$ cat src/mi4_pkg.sv
`timescale 1ns / 1ps
// shared types, widths and operand tables for the 4x4 matrix inverse
// no dependencies
package mi4_pkg;

    localparam int DATA_W = 32;
    localparam int PROD_W = 64;
    localparam int ACC_W  = 67;
    localparam int Q_W    = 34;
    localparam int DSR_W  = ACC_W + Q_W - 1;

    typedef enum logic [1:0] {
        DEST_SD  = 2'd0,
        DEST_ADJ = 2'd1,
        DEST_DET = 2'd2
    } t_dest;

    typedef enum logic [1:0] {
        B_M   = 2'd0,
        B_SD  = 2'd1,
        B_ADJ = 2'd2
    } t_bsrc;

    typedef struct packed {
        logic       valid;
        logic       first;
        logic       last;
        logic       neg;
        t_dest      dest;
        logic [4:0] dst_addr;
        logic [3:0] a_addr;
        t_bsrc      b_sel;
        logic [4:0] b_addr;
    } t_cmd;

    typedef struct packed {
        t_cmd       cmd;
        logic [3:0] adj_raddr;
        logic       ld_we;
        logic [3:0] ld_addr;
        logic       clr_ovf;
        logic       div_ld;
        logic       div_step;
        logic       div_wr;
        logic [3:0] idx;
        logic       out_wr;
    } t_ctrl;

    typedef struct packed {
        logic sing;
        logic out_free;
    } t_stat;

    // {a, b, c, d}: sub-determinant = m[a]*m[b] - m[c]*m[d]
    function automatic logic [15:0] sub_row(input logic [4:0] idx);
        logic [15:0] r;
        r = 16'h0;
        case (idx)
            5'd0:    r = {4'd10, 4'd15, 4'd14, 4'd11};
            5'd1:    r = {4'd6,  4'd15, 4'd14, 4'd7};
            5'd2:    r = {4'd6,  4'd11, 4'd10, 4'd7};
            5'd3:    r = {4'd9,  4'd15, 4'd13, 4'd11};
            5'd4:    r = {4'd5,  4'd15, 4'd13, 4'd7};
            5'd5:    r = {4'd5,  4'd11, 4'd9,  4'd7};
            5'd6:    r = {4'd9,  4'd14, 4'd13, 4'd10};
            5'd7:    r = {4'd5,  4'd14, 4'd13, 4'd6};
            5'd8:    r = {4'd5,  4'd10, 4'd9,  4'd6};
            5'd9:    r = {4'd8,  4'd15, 4'd12, 4'd11};
            5'd10:   r = {4'd4,  4'd15, 4'd12, 4'd7};
            5'd11:   r = {4'd4,  4'd11, 4'd8,  4'd7};
            5'd12:   r = {4'd8,  4'd14, 4'd12, 4'd10};
            5'd13:   r = {4'd4,  4'd14, 4'd12, 4'd6};
            5'd14:   r = {4'd4,  4'd10, 4'd8,  4'd6};
            5'd15:   r = {4'd8,  4'd13, 4'd12, 4'd9};
            5'd16:   r = {4'd4,  4'd13, 4'd12, 4'd5};
            5'd17:   r = {4'd4,  4'd9,  4'd8,  4'd5};
            default: r = 16'h0;
        endcase
        return r;
    endfunction

    // {v0, f0, v1, f1, v2, f2} per adjugate column, one nibble each
    function automatic logic [23:0] adj_row(input logic [1:0] c);
        logic [23:0] r;
        r = 24'h0;
        case (c)
            2'd0:    r = {4'd1, 4'd0, 4'd2, 4'd1, 4'd3, 4'd2};
            2'd1:    r = {4'd0, 4'd0, 4'd2, 4'd3, 4'd3, 4'd4};
            2'd2:    r = {4'd0, 4'd1, 4'd1, 4'd3, 4'd3, 4'd5};
            default: r = {4'd0, 4'd2, 4'd1, 4'd4, 4'd2, 4'd5};
        endcase
        return r;
    endfunction

endpackage

$ cat src/mi4_ctrl.sv
`timescale 1ns / 1ps
// sequencer for loading, multiply-accumulate phases, division and readout
// depends on mi4_pkg
module mi4_ctrl
    import mi4_pkg::*;
(
    input  logic  i_clk,
    input  logic  i_rst_n,
    input  logic  i_valid,
    output logic  o_stall,
    input  t_stat i_stat,
    output t_ctrl o_ctrl
);

    typedef enum logic [10:0] {
        S_IDLE = 11'b00000000001,
        S_SUB  = 11'b00000000010,
        S_WSUB = 11'b00000000100,
        S_ADJ  = 11'b00000001000,
        S_WADJ = 11'b00000010000,
        S_DET  = 11'b00000100000,
        S_WDET = 11'b00001000000,
        S_DRD  = 11'b00010000000,
        S_DLD  = 11'b00100000000,
        S_DRUN = 11'b01000000000,
        S_ORD  = 11'b10000000000
    } t_state;

    t_state      r_state, n_state;
    logic        r_owr, n_owr;
    logic [4:0]  r_idx, n_idx;
    logic [1:0]  r_term, n_term;
    logic [5:0]  r_cnt, n_cnt;
    logic [3:0]  r_load_cnt, n_load_cnt;
    logic        r_full, n_full;
    logic        accept;
    logic [15:0] srow;
    logic [23:0] arow;
    logic [3:0]  av, af;
    logic [1:0]  c, k;
    logic        dwr;

    assign o_stall = r_full;
    assign accept  = i_valid & ~r_full;
    assign srow    = sub_row(r_idx);
    assign c       = r_idx[3:2];
    assign k       = r_idx[1:0];
    assign arow    = adj_row(c);

    always_comb begin
        case (r_term)
            2'd0:    begin av = arow[23:20]; af = arow[19:16]; end
            2'd1:    begin av = arow[15:12]; af = arow[11:8];  end
            default: begin av = arow[7:4];   af = arow[3:0];   end
        endcase
    end

    always_comb begin
        n_state    = r_state;
        n_owr      = r_owr;
        n_idx      = r_idx;
        n_term     = r_term;
        n_cnt      = r_cnt;
        n_load_cnt = r_load_cnt;
        n_full     = r_full;
        dwr        = 1'b0;
        o_ctrl     = '0;
        o_ctrl.cmd.dest  = DEST_SD;
        o_ctrl.cmd.b_sel = B_M;
        o_ctrl.ld_we     = accept;
        o_ctrl.ld_addr   = r_load_cnt;
        o_ctrl.idx       = r_idx[3:0];
        o_ctrl.adj_raddr = r_idx[3:0];

        if (accept) begin
            if (r_load_cnt == 4'd15) begin
                n_load_cnt = 4'd0;
                n_full     = 1'b1;
            end else begin
                n_load_cnt = r_load_cnt + 4'd1;
            end
        end

        unique case (r_state)
            S_IDLE: begin
                if (r_full) begin
                    o_ctrl.clr_ovf = 1'b1;
                    n_state = S_SUB;
                    n_idx   = 5'd0;
                    n_term  = 2'd0;
                end
            end
            S_SUB: begin
                o_ctrl.cmd.valid    = 1'b1;
                o_ctrl.cmd.first    = (r_term == 2'd0);
                o_ctrl.cmd.last     = (r_term == 2'd1);
                o_ctrl.cmd.neg      = r_term[0];
                o_ctrl.cmd.dest     = DEST_SD;
                o_ctrl.cmd.dst_addr = r_idx;
                o_ctrl.cmd.b_sel    = B_M;
                o_ctrl.cmd.a_addr   = r_term[0] ? srow[7:4] : srow[15:12];
                o_ctrl.cmd.b_addr   = {1'b0, (r_term[0] ? srow[3:0] : srow[11:8])};
                if (r_term == 2'd1) begin
                    n_term = 2'd0;
                    if (r_idx == 5'd17) begin
                        n_state = S_WSUB;
                        n_cnt   = 6'd0;
                    end else begin
                        n_idx = r_idx + 5'd1;
                    end
                end else begin
                    n_term = r_term + 2'd1;
                end
            end
            S_WSUB: begin
                n_cnt = r_cnt + 6'd1;
                if (r_cnt == 6'd3) begin
                    n_state = S_ADJ;
                    n_idx   = 5'd0;
                    n_term  = 2'd0;
                end
            end
            S_ADJ: begin
                o_ctrl.cmd.valid    = 1'b1;
                o_ctrl.cmd.first    = (r_term == 2'd0);
                o_ctrl.cmd.last     = (r_term == 2'd2);
                o_ctrl.cmd.neg      = (r_term == 2'd1) ^ (c[0] ^ k[0]);
                o_ctrl.cmd.dest     = DEST_ADJ;
                o_ctrl.cmd.dst_addr = r_idx;
                o_ctrl.cmd.b_sel    = B_SD;
                o_ctrl.cmd.a_addr   = (k == 2'd0) ? (av + 4'd4) : av;
                o_ctrl.cmd.b_addr   = (5'(af) << 1) + 5'(af)
                                    + ((k == 2'd0) ? 5'd0 : (5'(k) - 5'd1));
                if (r_term == 2'd2) begin
                    n_term = 2'd0;
                    if (r_idx == 5'd15) begin
                        n_state = S_WADJ;
                        n_cnt   = 6'd0;
                    end else begin
                        n_idx = r_idx + 5'd1;
                    end
                end else begin
                    n_term = r_term + 2'd1;
                end
            end
            S_WADJ: begin
                n_cnt = r_cnt + 6'd1;
                if (r_cnt == 6'd3) begin
                    n_state = S_DET;
                    n_term  = 2'd0;
                end
            end
            S_DET: begin
                o_ctrl.cmd.valid    = 1'b1;
                o_ctrl.cmd.first    = (r_term == 2'd0);
                o_ctrl.cmd.last     = (r_term == 2'd3);
                o_ctrl.cmd.neg      = 1'b0;
                o_ctrl.cmd.dest     = DEST_DET;
                o_ctrl.cmd.b_sel    = B_ADJ;
                o_ctrl.cmd.a_addr   = {2'b00, r_term};
                o_ctrl.cmd.b_addr   = {1'b0, r_term, 2'b00};
                o_ctrl.adj_raddr    = {r_term, 2'b00};
                if (r_term == 2'd3) begin
                    n_state = S_WDET;
                    n_cnt   = 6'd0;
                end else begin
                    n_term = r_term + 2'd1;
                end
            end
            S_WDET: begin
                n_cnt = r_cnt + 6'd1;
                if (r_cnt == 6'd3) begin
                    // matrix store no longer needed: open it for the next matrix
                    n_full  = 1'b0;
                    n_idx   = 5'd0;
                    n_owr   = 1'b0;
                    n_state = i_stat.sing ? S_ORD : S_DRD;
                end
            end
            S_DRD: begin
                n_state = S_DLD;
            end
            S_DLD: begin
                o_ctrl.div_ld = 1'b1;
                n_cnt   = 6'd0;
                n_state = S_DRUN;
            end
            S_DRUN: begin
                if (r_cnt == 6'(Q_W)) begin
                    dwr = 1'b1;
                    o_ctrl.div_wr = 1'b1;
                    if (r_idx == 5'd15) begin
                        n_idx   = 5'd0;
                        n_owr   = 1'b0;
                        n_state = S_ORD;
                    end else begin
                        n_idx   = r_idx + 5'd1;
                        n_state = S_DRD;
                    end
                end else begin
                    o_ctrl.div_step = 1'b1;
                    n_cnt = r_cnt + 6'd1;
                end
            end
            S_ORD: begin
                if (!r_owr) begin
                    n_owr = 1'b1;
                end else if (i_stat.out_free) begin
                    o_ctrl.out_wr = 1'b1;
                    n_owr = 1'b0;
                    if (r_idx == 5'd15) begin
                        n_state = S_IDLE;
                    end else begin
                        n_idx = r_idx + 5'd1;
                    end
                end
            end
            default: begin
                n_state = S_IDLE;
            end
        endcase
        if (dwr) begin
            o_ctrl.idx = r_idx[3:0];
        end
    end

    always_ff @(posedge i_clk) begin
        if (!i_rst_n) begin
            r_state    <= S_IDLE;
            r_owr      <= 1'b0;
            r_idx      <= 5'd0;
            r_term     <= 2'd0;
            r_cnt      <= 6'd0;
            r_load_cnt <= 4'd0;
            r_full     <= 1'b0;
        end else begin
            r_state    <= n_state;
            r_owr      <= n_owr;
            r_idx      <= n_idx;
            r_term     <= n_term;
            r_cnt      <= n_cnt;
            r_load_cnt <= n_load_cnt;
            r_full     <= n_full;
        end
    end

endmodule

$ cat config.mk
export PLATFORM = sky130hd
export DESIGN_NAME = mi4_ctrl
export DESIGN_NICKNAME = d
export VERILOG_FILES = /design/src/mi4_pkg.sv /design/src/mi4_ctrl.sv
export SDC_FILE = /design/constraint.sdc
export NUM_CORES = 1
export LEC_CHECK = 0
export ABC_AREA = 0
export BUFFER_PORTS_ARGS = -buffer_cell sky130_fd_sc_hd__buf_2
export CORE_UTILIZATION = 59
export DETAILED_ROUTE_END_ITERATION = 7
export HOLD_SLACK_MARGIN = 0.12
export PLACE_DENSITY_LB_ADDON = 0.2
export SYNTH_ARGS = -nofsm -noshare
export SYNTH_HDL_FRONTEND = slang
export SYNTH_SLANG_ARGS = --single-unit
$ cat constraint.sdc
create_clock -name i_clk -period 3.8 [get_ports i_clk]
set_clock_uncertainty 0.1 [all_clocks]
set_input_delay 0.57 -clock i_clk [delete_from_list [all_inputs] [get_ports i_clk]]
set_output_delay 0.57 -clock i_clk [all_outputs]
set_load 0.1 [all_outputs]
[After elaboration in Yosys (flattened, before gate mapping)]
Memories as Yosys holds them, arrays and structs flattened. A register that Yosys moved wholly into a read port is not among the register bits.
Cells that the tools add are included.
Word-level totals
  flip-flop bits (word level): 30
  bits in read-only memories: 512
  input bits: 5
  output and inout bits: 41
  logic and storage cells: 149
  memories: 1
Operators by class
  $add $sub $neg: 8
  equality and inequality tests: 40
  multiplexer cells: 73
  bitwise logic cells: 4
  reductions and logical operators: 16
Memory list
  (name not given): words 32, width 16, read ports 1, clocked after memory_dff 1, write ports 0, line mi4_pkg.sv:58  | case (idx)
Operator list (count)
  $mux 11: 15
  $pmux 11 s11: 1
  $mux 5: 14
  $pmux 21 s3: 1
  $mux 6: 6
  $pmux 6 s6: 1
  $ne 2x2->1 const B: 17
  $pmux 11 s3: 1
  $pmux 5 s6: 1
  $mux 4: 5
  $pmux 6 s3: 1
  $mux 1: 17
  $pmux 4 s2: 2
  $reduce_and 13->1: 1
  $mux 2: 6
  $reduce_bool 6->1: 2
  $eq 11x1->1 const B: 1
  $eq 11x10->1 const B: 1
  $eq 11x11->1 const B: 1
  $eq 11x2->1 const B: 1
  $eq 11x3->1 const B: 1
  $eq 11x4->1 const B: 1
  $eq 11x5->1 const B: 1
  $eq 11x6->1 const B: 1
  32 further kinds: 42

[Depth between registers and ports, before layout]
Gate-level depths: netlist (run 1).
  depth in word-level cells: 7
  mapped depth: 16
  depth with buffers taken out: 16

[Worst setup path after synthesis (run 1)]
No wires, ideal clock.
  path type: register to output
  start point: register r_term[0]
  end point: output o_ctrl[21] (netlist bit)
  data arrival time: 4.288 ns
  required time: 3.130 ns
  path slack: -1.158 ns
  cell stages (with the launch flop): 12
  path buffers: 2
  cells stage by stage: dfxtp_1 -> clkbuf_1 -> inv_1 -> ha_1 -> clkbuf_1 -> a221o_1 -> fa_1 -> ha_1 -> inv_1 -> fa_1 -> xnor2_1 -> o221ai_1
RTL lines
  start, declared: line mi4_ctrl.sv:32  | logic [1:0] r_term, n_term;
  start signal, assigned: line mi4_ctrl.sv:240  | r_term <= n_term;
  end, declared: line mi4_ctrl.sv:12  | output t_ctrl o_ctrl

==> results of run 1 <==
[critical path: cells and delay by family, from the launching register on]
| kind | cells | cell delay, ps |
|---|---|---|
| adders and majority gates | 3 | 920 |
| and+or+nand+nor | 3 | 290 |
| xor gates and xnor gates | 1 | 260 |
| DFF | 1 | 390 |
| AOI/OAI and AO/OA | 3 | 650 |
| buffers and inverters | 4 | 500 |
[registers in the layout, summed over array words and instances, names as in the netlist]
| register | count |
|---|---|
| r_term | 2 |
| r_idx | 5 |
| r_cnt | 6 |
| r_owr | 1 |
| r_load_cnt | 4 |
| srow | 8 |
| r_state | 11 |
| o_stall | 1 |
[stage by stage]
step	TNS, ps	cells	total power [mW]
after floorplan	-330	442	0.452
after global placement	0	547	0.460
after detailed placement	0	547	0.461
after CTS	0	557	0.879
after global routing	-491	567	0.902
final	-393	567	0.878
[power groups by stage]
stage	clock network, mW	logic, mW	registers [mW]
after CTS	0.428	0.0492	0.401
final	0.427	0.0505	0.401
after floorplan	0	0.0227	0.429
after global routing	0.447	0.0533	0.401
after global placement	0	0.0481	0.412
after detailed placement	0	0.0490	0.412
[final cells by class]
class / instances / area [um2] / share of cell area
multi-input combinational: 345 / 2580 / 0.603
sequential: 38 / 773 / 0.180
timing repair buffer: 77 / 586 / 0.137
inverter: 27 / 114 / 0.0266
tap: 72 / 90.1 / 0.0210
clock buffer: 5 / 68.8 / 0.0161
clock inverter: 3 / 68.8 / 0.0161
[kinds of logic after synthesis]
logic type,synth area share
other,0.00214
AND/OR/NAND/NOR,0.291
multiplexers,0.0314
buffers and inverters,0.0807
adder cells (fa/ha/maj),0.141
XOR/XNOR,0.0500
flip-flops,0.217
AO/OA/AOI/OAI,0.187
[worst min-delay path by stage]
stage	from	depth (start not counted)	end	slack, ps
2_1_floorplan	r_owr$_SDFFE_PN0P_	2	r_owr$_SDFFE_PN0P_	350
3_3_place_gp	r_owr$_SDFFE_PN0P_	2	r_owr$_SDFFE_PN0P_	360
3_5_place_dp	r_owr$_SDFFE_PN0P_	2	r_owr$_SDFFE_PN0P_	370
4_1_cts	r_owr$_SDFFE_PN0P_	2	r_owr$_SDFFE_PN0P_	380
5_1_grt	r_owr$_SDFFE_PN0P_	2	r_owr$_SDFFE_PN0P_	420
6_report	r_owr$_SDFFE_PN0P_	2	r_owr$_SDFFE_PN0P_	380
[per-layer routing]
| layer | vias to the layer above | track usage |
|---|---|---|
| li1 | 1658 | - |
| met1 | 1671 | 0.454 |
| met2 | 224 | 0.513 |
| met3 | 35 | 0.0506 |
| met4 | 0 | 0.0782 |
| met5 | - | 0 |
[cells in the final DEF, fill, tap and decap left out, types with 7 or more instances in the layout]
cell type,netlist,layout
buf_12,0,8
a21oi_1,28,27
inv_1,26,21
nor3_1,13,12
buf_4,9,32
xor2_1,14,14
mux2i_1,8,8
nand3_1,10,10
buf_2,10,37
nand2_1,42,42
nand2b_1,7,7
dfxtp_1,38,34
o21ai_0,16,13
nor2_1,47,45
ha_1,33,27
nand4_1,11,11
[timing repair]
item                                    4_1_cts  5_1_grt
hold buffers                                  0        0
buffers inserted                              2       10
endpoints found under the setup margin        3        3
hold endpoints to repair                      0        0
pin swaps                                     3       12
resized for setup                            13       20
==> flow_summary.ini, run 1 <==
[status]
status = finished, violations left
violations = negative setup slack

[synthesis]
ys_seq_area_frac = 0.217
synth.distinct_cells = 70
async_flop_share = 0
ys_ff_latch = 38
yosys.area.top_type_share = 0.217
synth_edf_count = 0
synth.most_common_cell = nor2_1
synth_area_leaders = dfxtp_1 (22%), ha_1 (12%), nor2_1 (5.0%), nand2_1 (4.5%), a21oi_1 (4.0%)
syn_area_per_cell_um2 = 7.95
netlist_instances = 441
synth_top_area_cell = dfxtp_1
syn_area_mm2 = 0.00350
synth_flop_cell = dfxtp_1
synthTopCellsByCount = nor2_1 (47), nand2_1 (42), dfxtp_1 (38), ha_1 (33), a21oi_1 (28)
yosys_warnings = 0

[worst_setup_path]
crit_path_max_fanout = 5
crit_chain = inv_2 > ha_4 > inv_1 > a21oi_1 > o211ai_1 > fa_1 > ha_2 > buf_4 > a21oi_2 > nor2_1 > nor2_1 > xor2_1 > nor2_4 > buf_12
worstReg2RegStart = r_term[0]$_SDFFE_PN0P_
endpoint = o_ctrl[22]
critPathMaxStageDelay_ps = 510
required_ps = 3130
cpMostUsedCell = nor2_1
ff2ff_setup_slack_ps = 260
reg2reg_depth = 13
crit_start = r_term[1]$_SDFFE_PN0P_
path_class = flop to output pin
r2r_end = srow[10]$_DFF_P_
end_kind = output pin
cp_slowest_cell = fa_1
start_kind = flop
critPathArrivalTime_ps = 3290

[timing]
whs_ps = 380
layout_min_cycle_time_ps = 3960
rsz0062_at_grt = yes
setup_viol_count_final = 3
finalHoldViolCount = 0
finalMaxSlewViolations = 0
clock.fmax_ghz = 0.252
relSlewSlack = 0.600
setup_slack_ps = -160
worst_slew_pin_slew_ps = 594
finalCritPeriodShare = 1.04

[floorplan]
initial_utilization = 0.625
dieArea_mm2 = 0.00625
core_region_area_mm2 = 0.00561
boundaryPins = 46
fp.dieH_um = 79.1
row_count = 27
dieWidth_um = 79.1

[routing]
route.vias.total = 3588
wl_per_cell_um = 18.5
route.top_layer_used = met4
wl_met3_um = 1020
routed_wl_um = 10500
via_per_inst = 6.33
dr_wl_met2_um = 4780
routedLengthMet1_um = 4570
drt_iter0_markers = 465
first_pass_iters = 6
antenna_left = 0
drc = 0

[grt]
grt_max_degree = 15
grt-ovfl-total = 0
grt_pass1_vias = 3236
grt_usage = 0.323
grt_pass1_wl_um = 15800
antenna_found_initial = 0

[power]
sw_frac_of_total = 0.234
clockPowerShare = 0.486
leakagePower_nw = 1.88
comb_power_share = 0.057
ir_drop_v = 0.000214
power_density_mw_per_mm2 = 205
power.internal_uw = 673
pwr-share-seq = 0.457
switching_power_uw = 205

[clock_network]
cts_max_path_buffers = 2
ctsRootBufferMaster = clkbuf_8
cts_buffers = 5
cts.htree.levels = 2
path_clk_slew_ps = 90
insertion_delay_ps = 300
clock-sinks = 38
tritoncts = built

[final_layout]
n_fill_cell = 420
area_growth_pct = 22.2
nNetsFinal = 536
layout-drive-gt1-share = 0.265
fin_util = 0.764
final_area_mm2 = 0.00428
antenna_cells = 0

[place]
io_buffers = 45
routabilityCongestion = 0.975
dpl_cell_area_mm2 = 0.00394
preCtsSetupSlack_ps = 91.3
dpl.hpwl_um = 7420

[worst_hold_path]
hp-class = flop to flop

[run]
maxCapViolCount = 0
No activity file was read; power rests on OpenSTA's default activity.
==> run 2, diff against run 1 <==
--- a/config.mk
+++ b/config.mk
@@ -9,6 +9,7 @@
 export BUFFER_PORTS_ARGS = -buffer_cell sky130_fd_sc_hd__buf_2
 export CORE_UTILIZATION = 59
 export DETAILED_ROUTE_END_ITERATION = 7
+export GPL_TIMING_DRIVEN = 0
 export HOLD_SLACK_MARGIN = 0.12
 export PLACE_DENSITY_LB_ADDON = 0.2
 export SYNTH_ARGS = -nofsm -noshare
==> run 2 against run 1 <==
The run still ends with negative setup slack left. Critical path type unchanged. Critical path depth is 3 lower. Worst setup slack lost 56 ps. Non-clock buffer count increased by 26. Register-to-register slack improved by 40 ps. Clock power hardly changed. Combinational power is 9.5% higher. Design area grew 3.7%. Global-route usage increased by 2.5 points. Flip-flop and latch count unchanged. Clock-buffer cell count did not move. Via count rose by 6.2%.
==> flow_summary.ini, run 2 (same netlist as run 1, synthesis figures left out) <==
[clock_network]
cts_max_path_buffers = 2
path_clk_slew_ps = 90
ctsRootBufferMaster = clkbuf_8
clock-sinks = 38
insertion_delay_ps = 300
tritoncts = built
cts_buffers = 5
cts_hold_buf = 0
cts.htree.levels = 2

[floorplan]
initial_utilization = 0.625
boundaryPins = 46
core_region_area_mm2 = 0.00561
dieWidth_um = 79.1
row_count = 27
dieArea_mm2 = 0.00625
fp.dieH_um = 79.1

[timing]
worst_slew_pin_slew_ps = 704
layout_min_cycle_time_ps = 4020
clock.fmax_ghz = 0.249
finalHoldViolCount = 0
relSlewSlack = 0.531
finalMaxSlewViolations = 0
setup_slack_ps = -216
rsz0062_at_grt = yes
finalCritPeriodShare = 1.06
setup_viol_count_final = 3
setup_tns_ps = -498

[routing]
routed_wl_um = 11500
via_per_inst = 6.42
wl_per_cell_um = 19.3
first_pass_iters = 6
route.vias.total = 3809
drt_iter0_markers = 433
drc = 0
antenna_left = 0

[grt]
grt-ovfl-total = 0
grt_max_degree = 14
grt_usage = 0.348
grt_pass1_wl_um = 16800
antenna_found_initial = 0
grt_pass1_vias = 3469

[final_layout]
seqCellArea_um2 = 774
layout_common_cells = buf_2 (52), nor2_1 (44), nand2_1 (42)
n_fill_cell = 402
regMostFlops = r_state
multi_input_area_mm2 = 0.00264
final_area_mm2 = 0.00444
fin_cells = 593
largest_reg_flops = 11
nNetsFinal = 562
layout-drive-gt1-share = 0.307
antenna_cells = 0
final_common_cell = buf_2
area_growth_pct = 26.8

[place]
dpl.hpwl_um = 7240
dp_cells = 559
routabilityCongestion = 0.945
io_buffers = 45
preCtsSetupSlack_ps = -284
dpl_cell_area_mm2 = 0.00389

[status]
violations = negative setup slack
status = finished, violations left

[worst_setup_path]
worstReg2RegStart = r_state[1]$_SDFFE_PN0P_
crit_path_max_fanout = 5
path_class = flop to output pin
start_kind = flop
crit_start = r_idx[2]$_SDFFE_PN0N_
critPathArrivalTime_ps = 3350
required_ps = 3130
end_kind = output pin

[power]
leakagePower_nw = 1.97
ir_drop_v = 0.000244
power.total_uw = 881
power_density_mw_per_mm2 = 198

[worst_hold_path]
hp-start = r_owr$_SDFFE_PN0P_
hp-class = flop to flop

[run]
maxCapViolCount = 0
run 2: cell types whose count changed in the layout (fill, tap and decap cells not counted), moves of 3 or more:
cell / delta
buf_12: -6
buf_2: +15
buf_6: +4
clkbuf_1: +6
ha_1: -3
run 2: final cells by class:
type / count / share of cell area
Timing Repair Buffer: 72 / 0.107
Inverter: 27 / 0.0262
Multi-Input combinational cell: 345 / 0.594
Buffer: 31 / 0.0473
Clock inverter: 3 / 0.0155
Sequential cell: 38 / 0.174
Clock buffer: 5 / 0.0155
Tap cell: 72 / 0.0203
run 2: worst paths after layout:
path                   endpoint  slack [ps]  depth (start not counted)
min reg2reg  r_owr$_SDFFE_PN0P_         380                          2
min          r_owr$_SDFFE_PN0P_         380                          2
max                  o_ctrl[22]        -220                         11
max reg2reg    srow[10]$_DFF_P_         300                         10
run 2: critical path, stage by stage, from the launching register on:
cell and delay [ps]:
dfxtp_4 380, clkinvlp_4 200, ha_4 320, a221o_1 400, fa_2 650, ha_4 220, a21oi_2 150, nor2_1 70
nor2_1 140, xor2_1 280, nor2_4 60, buf_12 190
run 2: metal layers:
metal  up-vias  track usage  routed length (um)
met1      1787        0.460                4520
met4         0        0.136                 381
li1       1714            -                   -
met2       269        0.550                5300
met5         -            0                   0
met3        39       0.0736                1280
run 2: metrics by stage:
step	util	hold WS (ps)
4_1_cts	0.763	379
5_1_grt	0.792	404
6_report	0.792	377
3_5_place_dp	0.693	367
2_1_floorplan	-	346
3_3_place_gp	0.693	357
run 2: power by group:
group,switching [mW],internal (mW),total [mW]
clock network,0.162,0.263,0.425
logic,0.0418,0.0135,0.0553
registers,0.00276,0.398,0.401
total,0.206,0.675,0.881
run 2: what timing repair did:
action                     CTS  global route
gates resized for setup     36            18
buffers inserted            18             9
pin swaps                   10            11
setup endpoints to repair    4             5
==> run 3, diff against run 2 <==
--- a/config.mk
+++ b/config.mk
@@ -7,7 +7,8 @@
 export LEC_CHECK = 0
 export ABC_AREA = 0
 export BUFFER_PORTS_ARGS = -buffer_cell sky130_fd_sc_hd__buf_2
-export CORE_UTILIZATION = 59
+export CAP_MARGIN = 15
+export CORE_UTILIZATION = 49
 export DETAILED_ROUTE_END_ITERATION = 7
 export GPL_TIMING_DRIVEN = 0
 export HOLD_SLACK_MARGIN = 0.12
==> run 3 against run 2 <==
The run still ends with negative setup slack left. Worst hold slack barely moved. Final cell count rose by 2.5%. Maximum frequency rose by 3.9%. First-iteration DRC count fell by 28%. Register-to-register slack got worse by 50 ps. Largest cell class unchanged.
==> flow_summary.ini, run 3 (same netlist as run 1, synthesis figures left out) <==
[grt]
grt_max_degree = 14
antenna_found_initial = 0
grt_pass1_wl_um = 15800
grt_pass1_vias = 3192
grt_usage = 0.271
grt-ovfl-total = 0

[status]
violations = negative setup slack
status = finished, violations left

[final_layout]
antenna_cells = 0
largest_reg_flops = 11
final_common_cell = buf_2
final_area_mm2 = 0.00431
nNetsFinal = 553
fin_cells = 608
fin_util = 0.628
area_growth_pct = 23.0
layout_common_cells = buf_2 (52), nor2_1 (44), nand2_1 (42)
layout-drive-gt1-share = 0.275
regMostFlops = r_state

[floorplan]
initial_utilization = 0.510
row_count = 30
core_region_area_mm2 = 0.00687
dieArea_mm2 = 0.00749
dieWidth_um = 86.6
fp.dieH_um = 86.6
boundaryPins = 46

[routing]
antenna_left = 0
wl_met3_um = 726
routedLengthMet1_um = 4630
via_per_inst = 5.81
routed_wl_um = 9900
drt_iter0_markers = 311
drc = 0
wl_per_cell_um = 16.3
first_pass_iters = 5
route.vias.total = 3533
dr_wl_met2_um = 4420
route.top_layer_used = met4

[power]
ir_drop_v = 0.000155
power.internal_uw = 674
power_density_mw_per_mm2 = 203
switching_power_uw = 203
leakagePower_nw = 1.92
clockPowerShare = 0.483
comb_power_share = 0.060
power.total_uw = 876
pwr-share-seq = 0.457
sw_frac_of_total = 0.231

[worst_setup_path]
start_kind = flop
critPathArrivalTime_ps = 3200
end_kind = output pin
path_class = flop to output pin
crit_path_max_fanout = 5
required_ps = 3130

[place]
preCtsSetupSlack_ps = -280
routabilityCongestion = 0.934
dpl_cell_area_mm2 = 0.00392
io_buffers = 45
dpl.hpwl_um = 7260
dp_cells = 583

[timing]
setup_slack_ps = -66.8
whs_ps = 377
finalMaxSlewViolations = 0
rsz0062_at_grt = yes
finalCritPeriodShare = 1.02
relSlewSlack = 0.540
setup_viol_count_final = 3
worst_slew_pin_slew_ps = 689
layout_min_cycle_time_ps = 3870
finalHoldViolCount = 0
setup_tns_ps = -142
clock.fmax_ghz = 0.259

[clock_network]
cts_buffers = 5
cts.htree.levels = 2
tritoncts = built
clock-sinks = 38
ctsRootBufferMaster = clkbuf_8
cts_max_path_buffers = 2
path_clk_slew_ps = 80
insertion_delay_ps = 300

[run]
maxCapViolCount = 0

[worst_hold_path]
hp-class = flop to flop
-- run 3: power by group through the flow --
stage               Sequential, mW  Combinational (mW)  Clock, mW
floorplan                    0.429              0.0227          0
global placement             0.412              0.0507          0
detailed placement           0.412              0.0511          0
CTS                          0.401              0.0520      0.433
global route                 0.401              0.0561      0.447
finish                       0.400              0.0524      0.424
-- run 3: worst paths after layout --
check	from	to	depth (start not counted)	slack, ps
worst max-delay path	r_idx[2]$_SDFFE_PN0N_	o_ctrl[21]	10	-70
worst max register to register	r_state[9]$_SDFFE_PN0P_	srow[10]$_DFF_P_	14	250
worst min register to register	r_owr$_SDFFE_PN0P_	r_owr$_SDFFE_PN0P_	2	380
worst min-delay path	r_owr$_SDFFE_PN0P_	r_owr$_SDFFE_PN0P_	2	380
-- run 3: per-layer routing --
| metal | vias to the layer above | track usage |
|---|---|---|
| met5 | - | 0 |
| met4 | 0 | 0.0894 |
| met1 | 1681 | 0.379 |
| met2 | 141 | 0.427 |
| met3 | 12 | 0.0400 |
| li1 | 1699 | - |
-- run 3: final cells by class --
type	instances	area [um2]
clock inverter	3	68.8
tap	96	120
fill	601	2560
buffer	31	210
inverter	27	116
timing repair buffer	63	395
multi-input combinational	345	2560
sequential	38	774
clock buffer	5	68.8
-- run 3: worst max-delay path, stage by stage, from the launching register on --
cell	delay [ps]
dfxtp_4	380
clkinvlp_4	140
ha_1	340
a221o_1	380
fa_1	520
ha_2	180
inv_1	50
fa_2	340
xnor2_2	140
o221ai_2	190
buf_8	230
-- run 3: what timing repair did --
| item | in CTS | in global routing |
|---|---|---|
| endpoints found under the setup margin | 5 | 4 |
| pin swaps | 8 | 2 |
| buffers inserted | 17 | 1 |
| gates cloned | 0 | 0 |
| gates resized for setup | 34 | 4 |
| hold buffers | 0 | 0 |
